File: config.mk
export PLATFORM = sky130hd
export DESIGN_NAME = touch_gesture_classifier
export DESIGN_NICKNAME = d
export VERILOG_FILES = /design/src/rtl/core/tgc_pkg.sv /design/src/rtl/core/tgc_map.sv /design/src/rtl/core/tgc_gesture.sv /design/src/rtl/core/touch_gesture_classifier.sv
export SDC_FILE = /design/constraint.sdc
export NUM_CORES = 2
export LEC_CHECK = 0
export ABC_AREA = 1
export BUFFER_PORTS_ARGS = -buffer_cell sky130_fd_sc_hd__buf_2
export CAP_MARGIN = 20
export CORE_AREA = 2 2 338 340
export DETAILED_ROUTE_END_ITERATION = 10
export DIE_AREA = 0 0 340 342
export GPL_ROUTABILITY_DRIVEN = 1
export PLACE_DENSITY_LB_ADDON = 0.3
export SLEW_MARGIN = 20
export SYNTH_ARGS = -nofsm -noshare
export SYNTH_HDL_FRONTEND = slang
export SYNTH_SLANG_ARGS = --single-unit
File: constraint.sdc
create_clock -name i_clk -period 22 [get_ports i_clk]
set_input_delay 3.3 -clock i_clk [delete_from_list [all_inputs] [get_ports i_clk]]
set_output_delay 3.3 -clock i_clk [all_outputs]
set_load 0.01 [all_outputs]
File: src/rtl/core/tgc_pkg.sv
// Shared types, register indexes, event codes and limits of the touch gesture classifier.
package tgc_pkg;

    localparam int SCREEN_COLS_DEF = 240;
    localparam int SCREEN_ROWS_DEF = 320;

    localparam int CFG_IDX_W  = 3;
    localparam int CFG_DATA_W = 16;

    localparam logic [CFG_IDX_W-1:0] REG_X_RAW_MIN     = 3'd0;
    localparam logic [CFG_IDX_W-1:0] REG_X_RAW_MAX     = 3'd1;
    localparam logic [CFG_IDX_W-1:0] REG_Y_RAW_MIN     = 3'd2;
    localparam logic [CFG_IDX_W-1:0] REG_Y_RAW_MAX     = 3'd3;
    localparam logic [CFG_IDX_W-1:0] REG_SWAP_AXES     = 3'd4;
    localparam logic [CFG_IDX_W-1:0] REG_DEBOUNCE_MS   = 3'd5;
    localparam logic [CFG_IDX_W-1:0] REG_HOLD_DELAY_MS = 3'd6;
    localparam logic [CFG_IDX_W-1:0] REG_HOLD_REPEAT   = 3'd7;

    localparam logic [2:0] EVT_NONE       = 3'd0;
    localparam logic [2:0] EVT_HOLD       = 3'd1;
    localparam logic [2:0] EVT_SWIPE_UP   = 3'd2;
    localparam logic [2:0] EVT_SWIPE_DOWN = 3'd3;
    localparam logic [2:0] EVT_TAP        = 3'd4;

    localparam int STILL_LIMIT = 15;
    localparam int SWIPE_LIMIT = 25;
    localparam int TAP_DIST_SQ = 1600;
    localparam int TAP_TIME_MS = 500;

    localparam int RAW_W  = 12;
    localparam int TIME_W = 32;

    typedef struct packed {
        logic signed [15:0] x_raw_min;
        logic signed [15:0] x_raw_max;
        logic signed [15:0] y_raw_min;
        logic signed [15:0] y_raw_max;
        logic               swap_axes;
        logic [15:0]        debounce_ms;
        logic [15:0]        hold_delay_ms;
        logic [15:0]        hold_period_ms;
    } t_cfg;

    typedef struct packed {
        logic [2:0]         event_kind;
        logic [7:0]         event_x;
        logic [8:0]         event_y;
        logic signed [15:0] swipe_dy;
    } t_evt;

endpackage

File: src/rtl/core/tgc_map.sv
// Shared raw-to-pixel mapping unit: one multiply, then a restoring divider one bit per cycle.
module tgc_map #(
    parameter int QW = 9
) (
    input  logic                       i_clk,
    input  logic                       i_rst_n,
    input  logic                       i_start,
    input  logic [tgc_pkg::RAW_W-1:0]  i_raw,
    input  logic signed [15:0]         i_lo,
    input  logic signed [15:0]         i_hi,
    input  logic [QW-1:0]              i_last,
    output logic                       o_done,
    output logic [QW-1:0]              o_pix
);

    localparam int NW = 16 + QW;
    localparam int CW = $clog2(QW + 1);

    localparam logic [2:0] M_IDLE = 3'd0;
    localparam logic [2:0] M_MUL  = 3'd1;
    localparam logic [2:0] M_PRE  = 3'd2;
    localparam logic [2:0] M_DIV  = 3'd3;
    localparam logic [2:0] M_FIN  = 3'd4;

    logic [2:0]    r_state, n_state;
    logic [15:0]   r_dmag, n_dmag;
    logic [15:0]   r_smag, n_smag;
    logic          r_skip, n_skip;
    logic [NW-1:0] r_num, n_num;
    logic [15:0]   r_rem, n_rem;
    logic [QW-1:0] r_quo, n_quo;
    logic [CW-1:0] r_cnt, n_cnt;
    logic [QW-1:0] r_res, n_res;

    logic signed [16:0] w_diff;
    logic signed [16:0] w_span;
    logic [16:0]        w_trial;
    logic               w_ge;
    logic [QW-1:0]      w_quo;

    assign w_diff  = $signed({5'd0, i_raw}) - 17'(i_lo);
    assign w_span  = 17'(i_hi) - 17'(i_lo);
    assign w_trial = {r_rem, r_quo[QW-1]};
    assign w_ge    = w_trial >= {1'b0, r_smag};
    assign w_quo   = {r_quo[QW-2:0], w_ge};

    assign o_done = (r_state == M_FIN);
    assign o_pix  = r_res;

    always_comb begin
        n_state = r_state;
        n_dmag  = r_dmag;
        n_smag  = r_smag;
        n_skip  = r_skip;
        n_num   = r_num;
        n_rem   = r_rem;
        n_quo   = r_quo;
        n_cnt   = r_cnt;
        n_res   = r_res;
        case (r_state)
            M_IDLE: begin
                if (i_start) begin
                    n_dmag  = w_diff[16] ? 16'(-w_diff) : w_diff[15:0];
                    n_smag  = w_span[16] ? 16'(-w_span) : w_span[15:0];
                    n_skip  = (w_span == '0) || (w_diff[16] != w_span[16]);
                    n_state = M_MUL;
                end
            end
            M_MUL: begin
                n_num = NW'(r_dmag) * NW'(i_last);
                if (r_skip) begin
                    n_res   = '0;
                    n_state = M_FIN;
                end else begin
                    n_state = M_PRE;
                end
            end
            M_PRE: begin
                if (r_num[NW-1:QW] >= r_smag) begin
                    n_res   = i_last;
                    n_state = M_FIN;
                end else begin
                    n_rem   = r_num[NW-1:QW];
                    n_quo   = r_num[QW-1:0];
                    n_cnt   = '0;
                    n_state = M_DIV;
                end
            end
            M_DIV: begin
                n_rem = w_ge ? 16'(w_trial - {1'b0, r_smag}) : w_trial[15:0];
                n_quo = w_quo;
                n_cnt = r_cnt + 1'b1;
                if (r_cnt == CW'(QW - 1)) begin
                    n_res   = (w_quo > i_last) ? i_last : w_quo;
                    n_state = M_FIN;
                end
            end
            M_FIN: begin
                n_state = M_IDLE;
            end
            default: begin
                n_state = M_IDLE;
            end
        endcase
    end

    always_ff @(posedge i_clk) begin
        if (!i_rst_n) begin
            r_state <= M_IDLE;
        end else begin
            r_state <= n_state;
        end
        r_dmag <= n_dmag;
        r_smag <= n_smag;
        r_skip <= n_skip;
        r_num  <= n_num;
        r_rem  <= n_rem;
        r_quo  <= n_quo;
        r_cnt  <= n_cnt;
        r_res  <= n_res;
    end

endmodule

File: src/rtl/core/tgc_gesture.sv
// Press tracking state and gesture classification for one mapped touch sample.
module tgc_gesture #(
    parameter int QW = 9
) (
    input  logic                        i_clk,
    input  logic                        i_rst_n,
    input  logic                        i_step,
    input  tgc_pkg::t_cfg               i_cfg,
    input  logic                        i_pen,
    input  logic [tgc_pkg::TIME_W-1:0]  i_time,
    input  logic [QW-1:0]               i_col,
    input  logic [QW-1:0]               i_row,
    output tgc_pkg::t_evt               o_evt
);

    logic               r_touching, n_touching;
    logic [QW-1:0]      r_start_col, n_start_col;
    logic [QW-1:0]      r_start_row, n_start_row;
    logic [QW-1:0]      r_last_col, n_last_col;
    logic [QW-1:0]      r_last_row, n_last_row;
    logic [31:0]        r_press_time, n_press_time;
    logic signed [31:0] r_vsum, n_vsum;
    logic [31:0]        r_next_hold, n_next_hold;
    logic               r_hold_seen, n_hold_seen;

    logic [31:0]        w_elapsed;
    logic signed [QW:0] w_delta;
    logic signed [32:0] w_sum;
    logic signed [31:0] w_vsum_add;
    logic [QW-1:0]      w_adx;
    logic [QW-1:0]      w_ady;
    logic [2*QW:0]      w_dist;
    logic signed [15:0] w_dy_sat;

    assign w_elapsed  = i_time - r_press_time;
    assign w_delta    = $signed({1'b0, i_row}) - $signed({1'b0, r_last_row});
    assign w_sum      = 33'(r_vsum) + 33'(w_delta);
    assign w_vsum_add = (w_sum[32] != w_sum[31]) ?
                        (w_sum[32] ? 32'sh8000_0000 : 32'sh7FFF_FFFF) : w_sum[31:0];
    assign w_adx      = (r_last_col >= r_start_col) ? (r_last_col - r_start_col)
                                                    : (r_start_col - r_last_col);
    assign w_ady      = (r_last_row >= r_start_row) ? (r_last_row - r_start_row)
                                                    : (r_start_row - r_last_row);
    assign w_dist     = (2*QW+1)'(w_adx * w_adx) + (2*QW+1)'(w_ady * w_ady);
    assign w_dy_sat   = (r_vsum > 32767) ? 16'sh7FFF :
                        (r_vsum < -32768) ? 16'sh8000 : r_vsum[15:0];

    always_comb begin
        n_touching   = r_touching;
        n_start_col  = r_start_col;
        n_start_row  = r_start_row;
        n_last_col   = r_last_col;
        n_last_row   = r_last_row;
        n_press_time = r_press_time;
        n_vsum       = r_vsum;
        n_next_hold  = r_next_hold;
        n_hold_seen  = r_hold_seen;
        o_evt        = '0;
        o_evt.event_kind = tgc_pkg::EVT_NONE;
        if (i_pen && !r_touching) begin
            if (!(r_press_time != '0 && w_elapsed < 32'(i_cfg.debounce_ms))) begin
                n_start_col  = i_col;
                n_last_col   = i_col;
                n_start_row  = i_row;
                n_last_row   = i_row;
                n_press_time = i_time;
                n_next_hold  = '0;
                n_hold_seen  = 1'b0;
                n_vsum       = '0;
                n_touching   = 1'b1;
            end
        end else if (i_pen && r_touching) begin
            n_vsum     = w_vsum_add;
            n_last_col = i_col;
            n_last_row = i_row;
            if (w_vsum_add < tgc_pkg::STILL_LIMIT && w_vsum_add > -tgc_pkg::STILL_LIMIT) begin
                if (r_next_hold == '0 && w_elapsed >= 32'(i_cfg.hold_delay_ms)) begin
                    n_next_hold      = i_time + 32'(i_cfg.hold_period_ms);
                    n_hold_seen      = 1'b1;
                    o_evt.event_kind = tgc_pkg::EVT_HOLD;
                    o_evt.event_x    = 8'(r_start_col);
                    o_evt.event_y    = 9'(r_start_row);
                end else if (r_next_hold != '0 && i_time >= r_next_hold) begin
                    n_next_hold      = i_time + 32'(i_cfg.hold_period_ms);
                    o_evt.event_kind = tgc_pkg::EVT_HOLD;
                    o_evt.event_x    = 8'(r_start_col);
                    o_evt.event_y    = 9'(r_start_row);
                end
            end
        end else if (!i_pen && r_touching) begin
            n_touching = 1'b0;
            if (r_hold_seen) begin
                o_evt.event_kind = tgc_pkg::EVT_NONE;
            end else if (r_vsum >= tgc_pkg::SWIPE_LIMIT || r_vsum <= -tgc_pkg::SWIPE_LIMIT) begin
                o_evt.event_kind = r_vsum[31] ? tgc_pkg::EVT_SWIPE_UP : tgc_pkg::EVT_SWIPE_DOWN;
                o_evt.swipe_dy   = w_dy_sat;
            end else if (32'(w_dist) < 32'(tgc_pkg::TAP_DIST_SQ) &&
                         w_elapsed < 32'(tgc_pkg::TAP_TIME_MS)) begin
                o_evt.event_kind = tgc_pkg::EVT_TAP;
                o_evt.event_x    = 8'(r_start_col);
                o_evt.event_y    = 9'(r_start_row);
            end
        end
    end

    always_ff @(posedge i_clk) begin
        if (!i_rst_n) begin
            r_touching   <= 1'b0;
            r_start_col  <= '0;
            r_start_row  <= '0;
            r_last_col   <= '0;
            r_last_row   <= '0;
            r_press_time <= '0;
            r_vsum       <= '0;
            r_next_hold  <= '0;
            r_hold_seen  <= 1'b0;
        end else if (i_step) begin
            r_touching   <= n_touching;
            r_start_col  <= n_start_col;
            r_start_row  <= n_start_row;
            r_last_col   <= n_last_col;
            r_last_row   <= n_last_row;
            r_press_time <= n_press_time;
            r_vsum       <= n_vsum;
            r_next_hold  <= n_next_hold;
            r_hold_seen  <= n_hold_seen;
        end
    end

endmodule

File: src/rtl/core/touch_gesture_classifier.sv
// Top level of the touch gesture classifier: channels, config registers, axis sequencer.
//
//  channel   direction  handshake                      payload
//  s_axis    in         i_s_axis_tvalid/o_s_axis_tready tuser pen_down, tdata raw_x,raw_y,time_ms
//  m_axis    out        o_m_axis_tvalid/i_m_axis_tready tuser event_kind, tdata x,y,dy
//  cfg       in         i_cfg_valid/o_cfg_ready          i_cfg_index, i_cfg_data
//
//  QW = clog2(max(SCREEN_COLS, SCREEN_ROWS)). A sample is mapped by the bit-serial divider,
//  run once for the column and once for the row; an axis with zero span or a reading on the
//  other side of the low bound from the high bound skips the divide.
//  Reset loads the calibration defaults and clears all press tracking state.
//  A result waiting in the output register does not block the next sample from mapping;
//  only the final commit waits for the output register to free up.
module touch_gesture_classifier #(
    parameter int SCREEN_COLS = tgc_pkg::SCREEN_COLS_DEF,
    parameter int SCREEN_ROWS = tgc_pkg::SCREEN_ROWS_DEF
) (
    input  logic                            i_clk,
    input  logic                            i_rst_n,
    input  logic                            i_s_axis_tvalid,
    output logic                            o_s_axis_tready,
    // [11:0] raw_x, [23:12] raw_y, [55:24] time_ms
    input  logic [55:0]                     i_s_axis_tdata,
    // [0] pen_down
    input  logic                            i_s_axis_tuser,
    output logic                            o_m_axis_tvalid,
    input  logic                            i_m_axis_tready,
    // [7:0] event_x, [16:8] event_y, [32:17] swipe_dy, [39:33] zero
    output logic [39:0]                     o_m_axis_tdata,
    // [2:0] event_kind
    output logic [2:0]                      o_m_axis_tuser,
    input  logic                            i_cfg_valid,
    output logic                            o_cfg_ready,
    input  logic [tgc_pkg::CFG_IDX_W-1:0]   i_cfg_index,
    input  logic [tgc_pkg::CFG_DATA_W-1:0]  i_cfg_data
);

    localparam int SCREEN_MAX = (SCREEN_COLS > SCREEN_ROWS) ? SCREEN_COLS : SCREEN_ROWS;
    localparam int QW         = $clog2(SCREEN_MAX);
    localparam logic [QW-1:0] COL_LAST = QW'(SCREEN_COLS - 1);
    localparam logic [QW-1:0] ROW_LAST = QW'(SCREEN_ROWS - 1);

    localparam logic [2:0] S_IDLE     = 3'd0;
    localparam logic [2:0] S_COL_GO   = 3'd1;
    localparam logic [2:0] S_COL_WAIT = 3'd2;
    localparam logic [2:0] S_ROW_GO   = 3'd3;
    localparam logic [2:0] S_ROW_WAIT = 3'd4;
    localparam logic [2:0] S_UPD      = 3'd5;

    logic [2:0]                      r_state, n_state;
    logic                            r_pen;
    logic [tgc_pkg::RAW_W-1:0]       r_raw_x;
    logic [tgc_pkg::RAW_W-1:0]       r_raw_y;
    logic [tgc_pkg::TIME_W-1:0]      r_time;
    logic [QW-1:0]                   r_col;
    logic [QW-1:0]                   r_row;
    tgc_pkg::t_cfg                   r_cfg;
    logic                            r_out_valid;
    tgc_pkg::t_evt                   r_out;

    logic                            w_in_acc;
    logic                            w_row_axis;
    logic                            w_map_start;
    logic [tgc_pkg::RAW_W-1:0]       w_map_raw;
    logic signed [15:0]              w_map_lo;
    logic signed [15:0]              w_map_hi;
    logic [QW-1:0]                   w_map_last;
    logic                            w_map_done;
    logic [QW-1:0]                   w_map_pix;
    logic                            w_commit;
    tgc_pkg::t_evt                   w_evt;

    assign o_s_axis_tready = (r_state == S_IDLE);
    assign o_cfg_ready     = 1'b1;
    assign w_in_acc        = i_s_axis_tvalid && o_s_axis_tready;

    assign w_row_axis  = (r_state == S_ROW_GO) || (r_state == S_ROW_WAIT);
    assign w_map_start = (r_state == S_COL_GO) || (r_state == S_ROW_GO);
    assign w_map_raw   = (r_cfg.swap_axes ^ w_row_axis) ? r_raw_y : r_raw_x;
    assign w_map_lo    = w_row_axis ? r_cfg.y_raw_min : r_cfg.x_raw_min;
    assign w_map_hi    = w_row_axis ? r_cfg.y_raw_max : r_cfg.x_raw_max;
    assign w_map_last  = w_row_axis ? ROW_LAST : COL_LAST;

    assign w_commit = (r_state == S_UPD) && (!r_out_valid || i_m_axis_tready);

    tgc_map #(
        .QW(QW)
    ) u_map (
        .i_clk   (i_clk),
        .i_rst_n (i_rst_n),
        .i_start (w_map_start),
        .i_raw   (w_map_raw),
        .i_lo    (w_map_lo),
        .i_hi    (w_map_hi),
        .i_last  (w_map_last),
        .o_done  (w_map_done),
        .o_pix   (w_map_pix)
    );

    tgc_gesture #(
        .QW(QW)
    ) u_gesture (
        .i_clk   (i_clk),
        .i_rst_n (i_rst_n),
        .i_step  (w_commit),
        .i_cfg   (r_cfg),
        .i_pen   (r_pen),
        .i_time  (r_time),
        .i_col   (r_col),
        .i_row   (r_row),
        .o_evt   (w_evt)
    );

    always_comb begin
        n_state = r_state;
        case (r_state)
            S_IDLE: begin
                if (w_in_acc) begin
                    n_state = S_COL_GO;
                end
            end
            S_COL_GO: begin
                n_state = S_COL_WAIT;
            end
            S_COL_WAIT: begin
                if (w_map_done) begin
                    n_state = S_ROW_GO;
                end
            end
            S_ROW_GO: begin
                n_state = S_ROW_WAIT;
            end
            S_ROW_WAIT: begin
                if (w_map_done) begin
                    n_state = S_UPD;
                end
            end
            S_UPD: begin
                if (w_commit) begin
                    n_state = S_IDLE;
                end
            end
            default: begin
                n_state = S_IDLE;
            end
        endcase
    end

    always_ff @(posedge i_clk) begin
        if (!i_rst_n) begin
            r_state     <= S_IDLE;
            r_out_valid <= 1'b0;
        end else begin
            r_state <= n_state;
            if (w_commit) begin
                r_out_valid <= 1'b1;
            end else if (i_m_axis_tready) begin
                r_out_valid <= 1'b0;
            end
        end
        if (w_in_acc) begin
            r_pen   <= i_s_axis_tuser;
            r_raw_x <= i_s_axis_tdata[11:0];
            r_raw_y <= i_s_axis_tdata[23:12];
            r_time  <= i_s_axis_tdata[55:24];
        end
        if (w_map_done && !w_row_axis) begin
            r_col <= w_map_pix;
        end
        if (w_map_done && w_row_axis) begin
            r_row <= w_map_pix;
        end
        if (w_commit) begin
            r_out <= w_evt;
        end
    end

    always_ff @(posedge i_clk) begin
        if (!i_rst_n) begin
            r_cfg.x_raw_min      <= 16'sd200;
            r_cfg.x_raw_max      <= 16'sd3900;
            r_cfg.y_raw_min      <= 16'sd200;
            r_cfg.y_raw_max      <= 16'sd3900;
            r_cfg.swap_axes      <= 1'b1;
            r_cfg.debounce_ms    <= 16'd60;
            r_cfg.hold_delay_ms  <= 16'd500;
            r_cfg.hold_period_ms <= 16'd100;
        end else if (i_cfg_valid && o_cfg_ready) begin
            case (i_cfg_index)
                tgc_pkg::REG_X_RAW_MIN:     r_cfg.x_raw_min      <= $signed(i_cfg_data);
                tgc_pkg::REG_X_RAW_MAX:     r_cfg.x_raw_max      <= $signed(i_cfg_data);
                tgc_pkg::REG_Y_RAW_MIN:     r_cfg.y_raw_min      <= $signed(i_cfg_data);
                tgc_pkg::REG_Y_RAW_MAX:     r_cfg.y_raw_max      <= $signed(i_cfg_data);
                tgc_pkg::REG_SWAP_AXES:     r_cfg.swap_axes      <= i_cfg_data[0];
                tgc_pkg::REG_DEBOUNCE_MS:   r_cfg.debounce_ms    <= i_cfg_data;
                tgc_pkg::REG_HOLD_DELAY_MS: r_cfg.hold_delay_ms  <= i_cfg_data;
                tgc_pkg::REG_HOLD_REPEAT:   r_cfg.hold_period_ms <= i_cfg_data;
                default: begin
                end
            endcase
        end
    end

    assign o_m_axis_tvalid = r_out_valid;
    assign o_m_axis_tuser  = r_out.event_kind;
    assign o_m_axis_tdata  = {7'd0, r_out.swipe_dy, r_out.event_y, r_out.event_x};

endmodule
==> results.json <==
{
  "outcome": "finished clean",
  "grt_overflow": 0,
  "ys_ff_latch": 461,
  "yosysSeqAreaShare": 0.289,
  "postCtsHoldBufs": 0,
  "diodes": 0,
  "wl_per_cell_um": 15.2,
  "drt_iter0_drc": 2459,
  "pre_cts_slack_ns": 13.06,
  "hp-class": "reg2reg",
  "period_needed_ns": 9.02,
  "critPathArrivalTime_ns": 9.45,
  "synth.most_common_cell": "nand2_1",
  "layout_setup_ws_ns": 12.98,
  "async_flop_share": 0,
  "cts_resized": 0,
  "fin_skew_ns": 0.0482,
  "num_rows": 124,
  "die_w_um": 340,
  "antenna_found_initial": 1,
  "cpMostUsedCell": "inv_1",
  "die_area_sq_um": 116000,
  "avgSynthCellArea_sq_um": 7.50,
  "worstMarginPinSlew_ns": 0.997,
  "cts_buffers": 51,
  "fmax_ghz": 0.111,
  "wl_um": 104000,
  "yosysUniqueCellTypes": 57,
  "avgViaCountPerCell": 4.86,
  "worstSetupPathType": "reg2reg",
  "synth_top_area_frac": 0.159,
  "worst_setup_path_start_kind": "flop",
  "finalWeightedCongestion": 0.940,
  "drc": 0,
  "timing.final.crit_share": 0.410,
  "setup_violations": 0,
  "synth_cells": 5209,
  "grt_max_degree": 123,
  "hold_violations": 0,
  "drive_gt1_frac": 0.0653,
  "core-area_sq_um": 113000,
  "tritoncts": "done",
  "critPathMaxFanout": 17,
  "post_cts_buffers": 0,
  "synth_area_leaders": "edfxtp_1, dfxtp_1, ha_1",
  "drv_slew": 0,
  "root_buffer": "clkbuf_16",
  "ys_top_cells_by_count": "nand2_1, inv_1, nor2_1, a21oi_1, ha_1",
  "grt_pass1_vias": 31500,
  "port_buffers": 118,
  "fillers": 11900,
  "synth_edf_count": 207,
  "slowest_delay_ns": 0.60,
  "synth_top_cell_by_area": "edfxtp_1",
  "cp_slowest_cell": "fa_1",
  "grtUsageTotal": 0.176,
  "grt_pass1_wl_um": 167000,
  "die_h_um": 342,
  "numClockSinks": 461,
  "dr.pass1.iters": 7,
  "fin_tns_setup_ns": 0,
  "cap_viol_max_count": 0,
  "clock_path_buffers": 3,
  "path_clk_slew_ns": 0.07,
  "synthFlopType": "dfxtp_1",
  "initial_core_util": 0.345,
  "hpwl_um": 81800,
  "synth_warnings": 0,
  "pin_count": 127,
  "critical_path_required_ns": 22.44,
  "fin_nets": 5919,
  "cts-htree-levels": 2,
  "area_delta_synth_final_pct": 9.80,
  "synth_area_sq_um": 39100,
  "vias": 33200,
  "timing.slew.headroom": 0.335,
  "ant_nets": 0,
  "clkLatencyLatePin_ns": 0.65,
  "rsz0062_at_grt": "false",
  "endpoint_kind": "flop"
}
[cells in the final DEF, fill, tap and decap left out, types with 69 or more instances in the layout]
| cell | n |
|---|---|
| nand3_1 | 247 |
| edfxtp_1 | 207 |
| xor2_1 | 104 |
| fa_1 | 195 |
| ha_1 | 372 |
| inv_1 | 859 |
| nand4_1 | 69 |
| a21oi_1 | 379 |
| buf_2 | 117 |
| nor2_1 | 559 |
| nand2_1 | 1119 |
| o21ai_0 | 290 |
| dfxtp_1 | 254 |
[path summary, 6_finish.rpt]
path                                                           start                               to  slack [ns]  depth (start not counted)
worst max-delay path            u_gesture.r_last_row[0]$_SDFFE_PN0P_  o_m_axis_tdata[4]$_SDFFCE_PP0P_       12.98                         36
worst min-delay path                          r_cfg[82]$_SDFFE_PN0P_           r_cfg[82]$_SDFFE_PN0P_        0.45                          2
worst max register to register  u_gesture.r_last_row[0]$_SDFFE_PN0P_  o_m_axis_tdata[4]$_SDFFCE_PP0P_       12.98                         36
worst min register to register                r_cfg[82]$_SDFFE_PN0P_           r_cfg[82]$_SDFFE_PN0P_        0.45                          2
[per-stage QoR]
step                      hold WS [ns]  area [sq um]  utilization  instances
after floorplan                  0.421         39100            -       5216
after detailed placement         0.443         41100        0.364       6730
final                            0.453         42900        0.379       6826
after CTS                        0.457         42900        0.379       6826
after global placement           0.437         41100        0.364       6730
after global routing             0.476         42900        0.379       6826
[logic make-up after synthesis]
logic type                 count (synthesis)  synth area share
AOI/OAI and AO/OA                        822             0.116
and+or+nand+nor                         2175             0.234
adders and majority gates                567             0.219
xor gates and xnor gates                 146            0.0327
muxes                                     28           0.00753
buffers and inverters                   1008             0.101
DFF                                      461             0.289
other                                      2          0.000192
[critical path: cells and delay by family, from the launching register on]
family	cells	cell delay, ns
buffers and inverters	9	0.85
AND/OR/NAND/NOR	13	1.93
XOR/XNOR	1	0.54
AO/OA/AOI/OAI	5	1.23
flip-flops	1	0.36
adder cells (fa/ha/maj)	8	3.90
[final cells by class]
cell class,instances,area (sq um),area share
Multi-Input combinational cell,3747,23900,0.557
Clock buffer,68,1400,0.0327
Timing Repair Buffer,144,796,0.0186
Sequential cell,461,11300,0.263
Clock inverter,28,350,0.00817
Inverter,866,3250,0.0758
Tap cell,1512,1890,0.0441
[state kept, by name, indices dropped and copies added (netlist names), 12 cells and up]
register and flops:
o_m_axis_tdata 33, r_cfg 113, r_raw_x 12, r_raw_y 12, r_time 32, u_gesture.r_next_hold 32
u_gesture.r_press_time 32, u_gesture.r_vsum 32, u_map.r_dmag 16, u_map.r_num 25, u_map.r_rem 16, u_map.r_smag 16
[metal layers]
metal	track usage	wire length, um	vias to the layer above
li1	-	-	16900
met1	0.252	50000	15400
met2	0.289	46900	725
met3	0.0178	4770	114
met4	0.0360	1830	0
met5	0	0	-
Power is not shown: default switching activity piles up to over one toggle a cycle in this logic, so the estimate is an artifact.
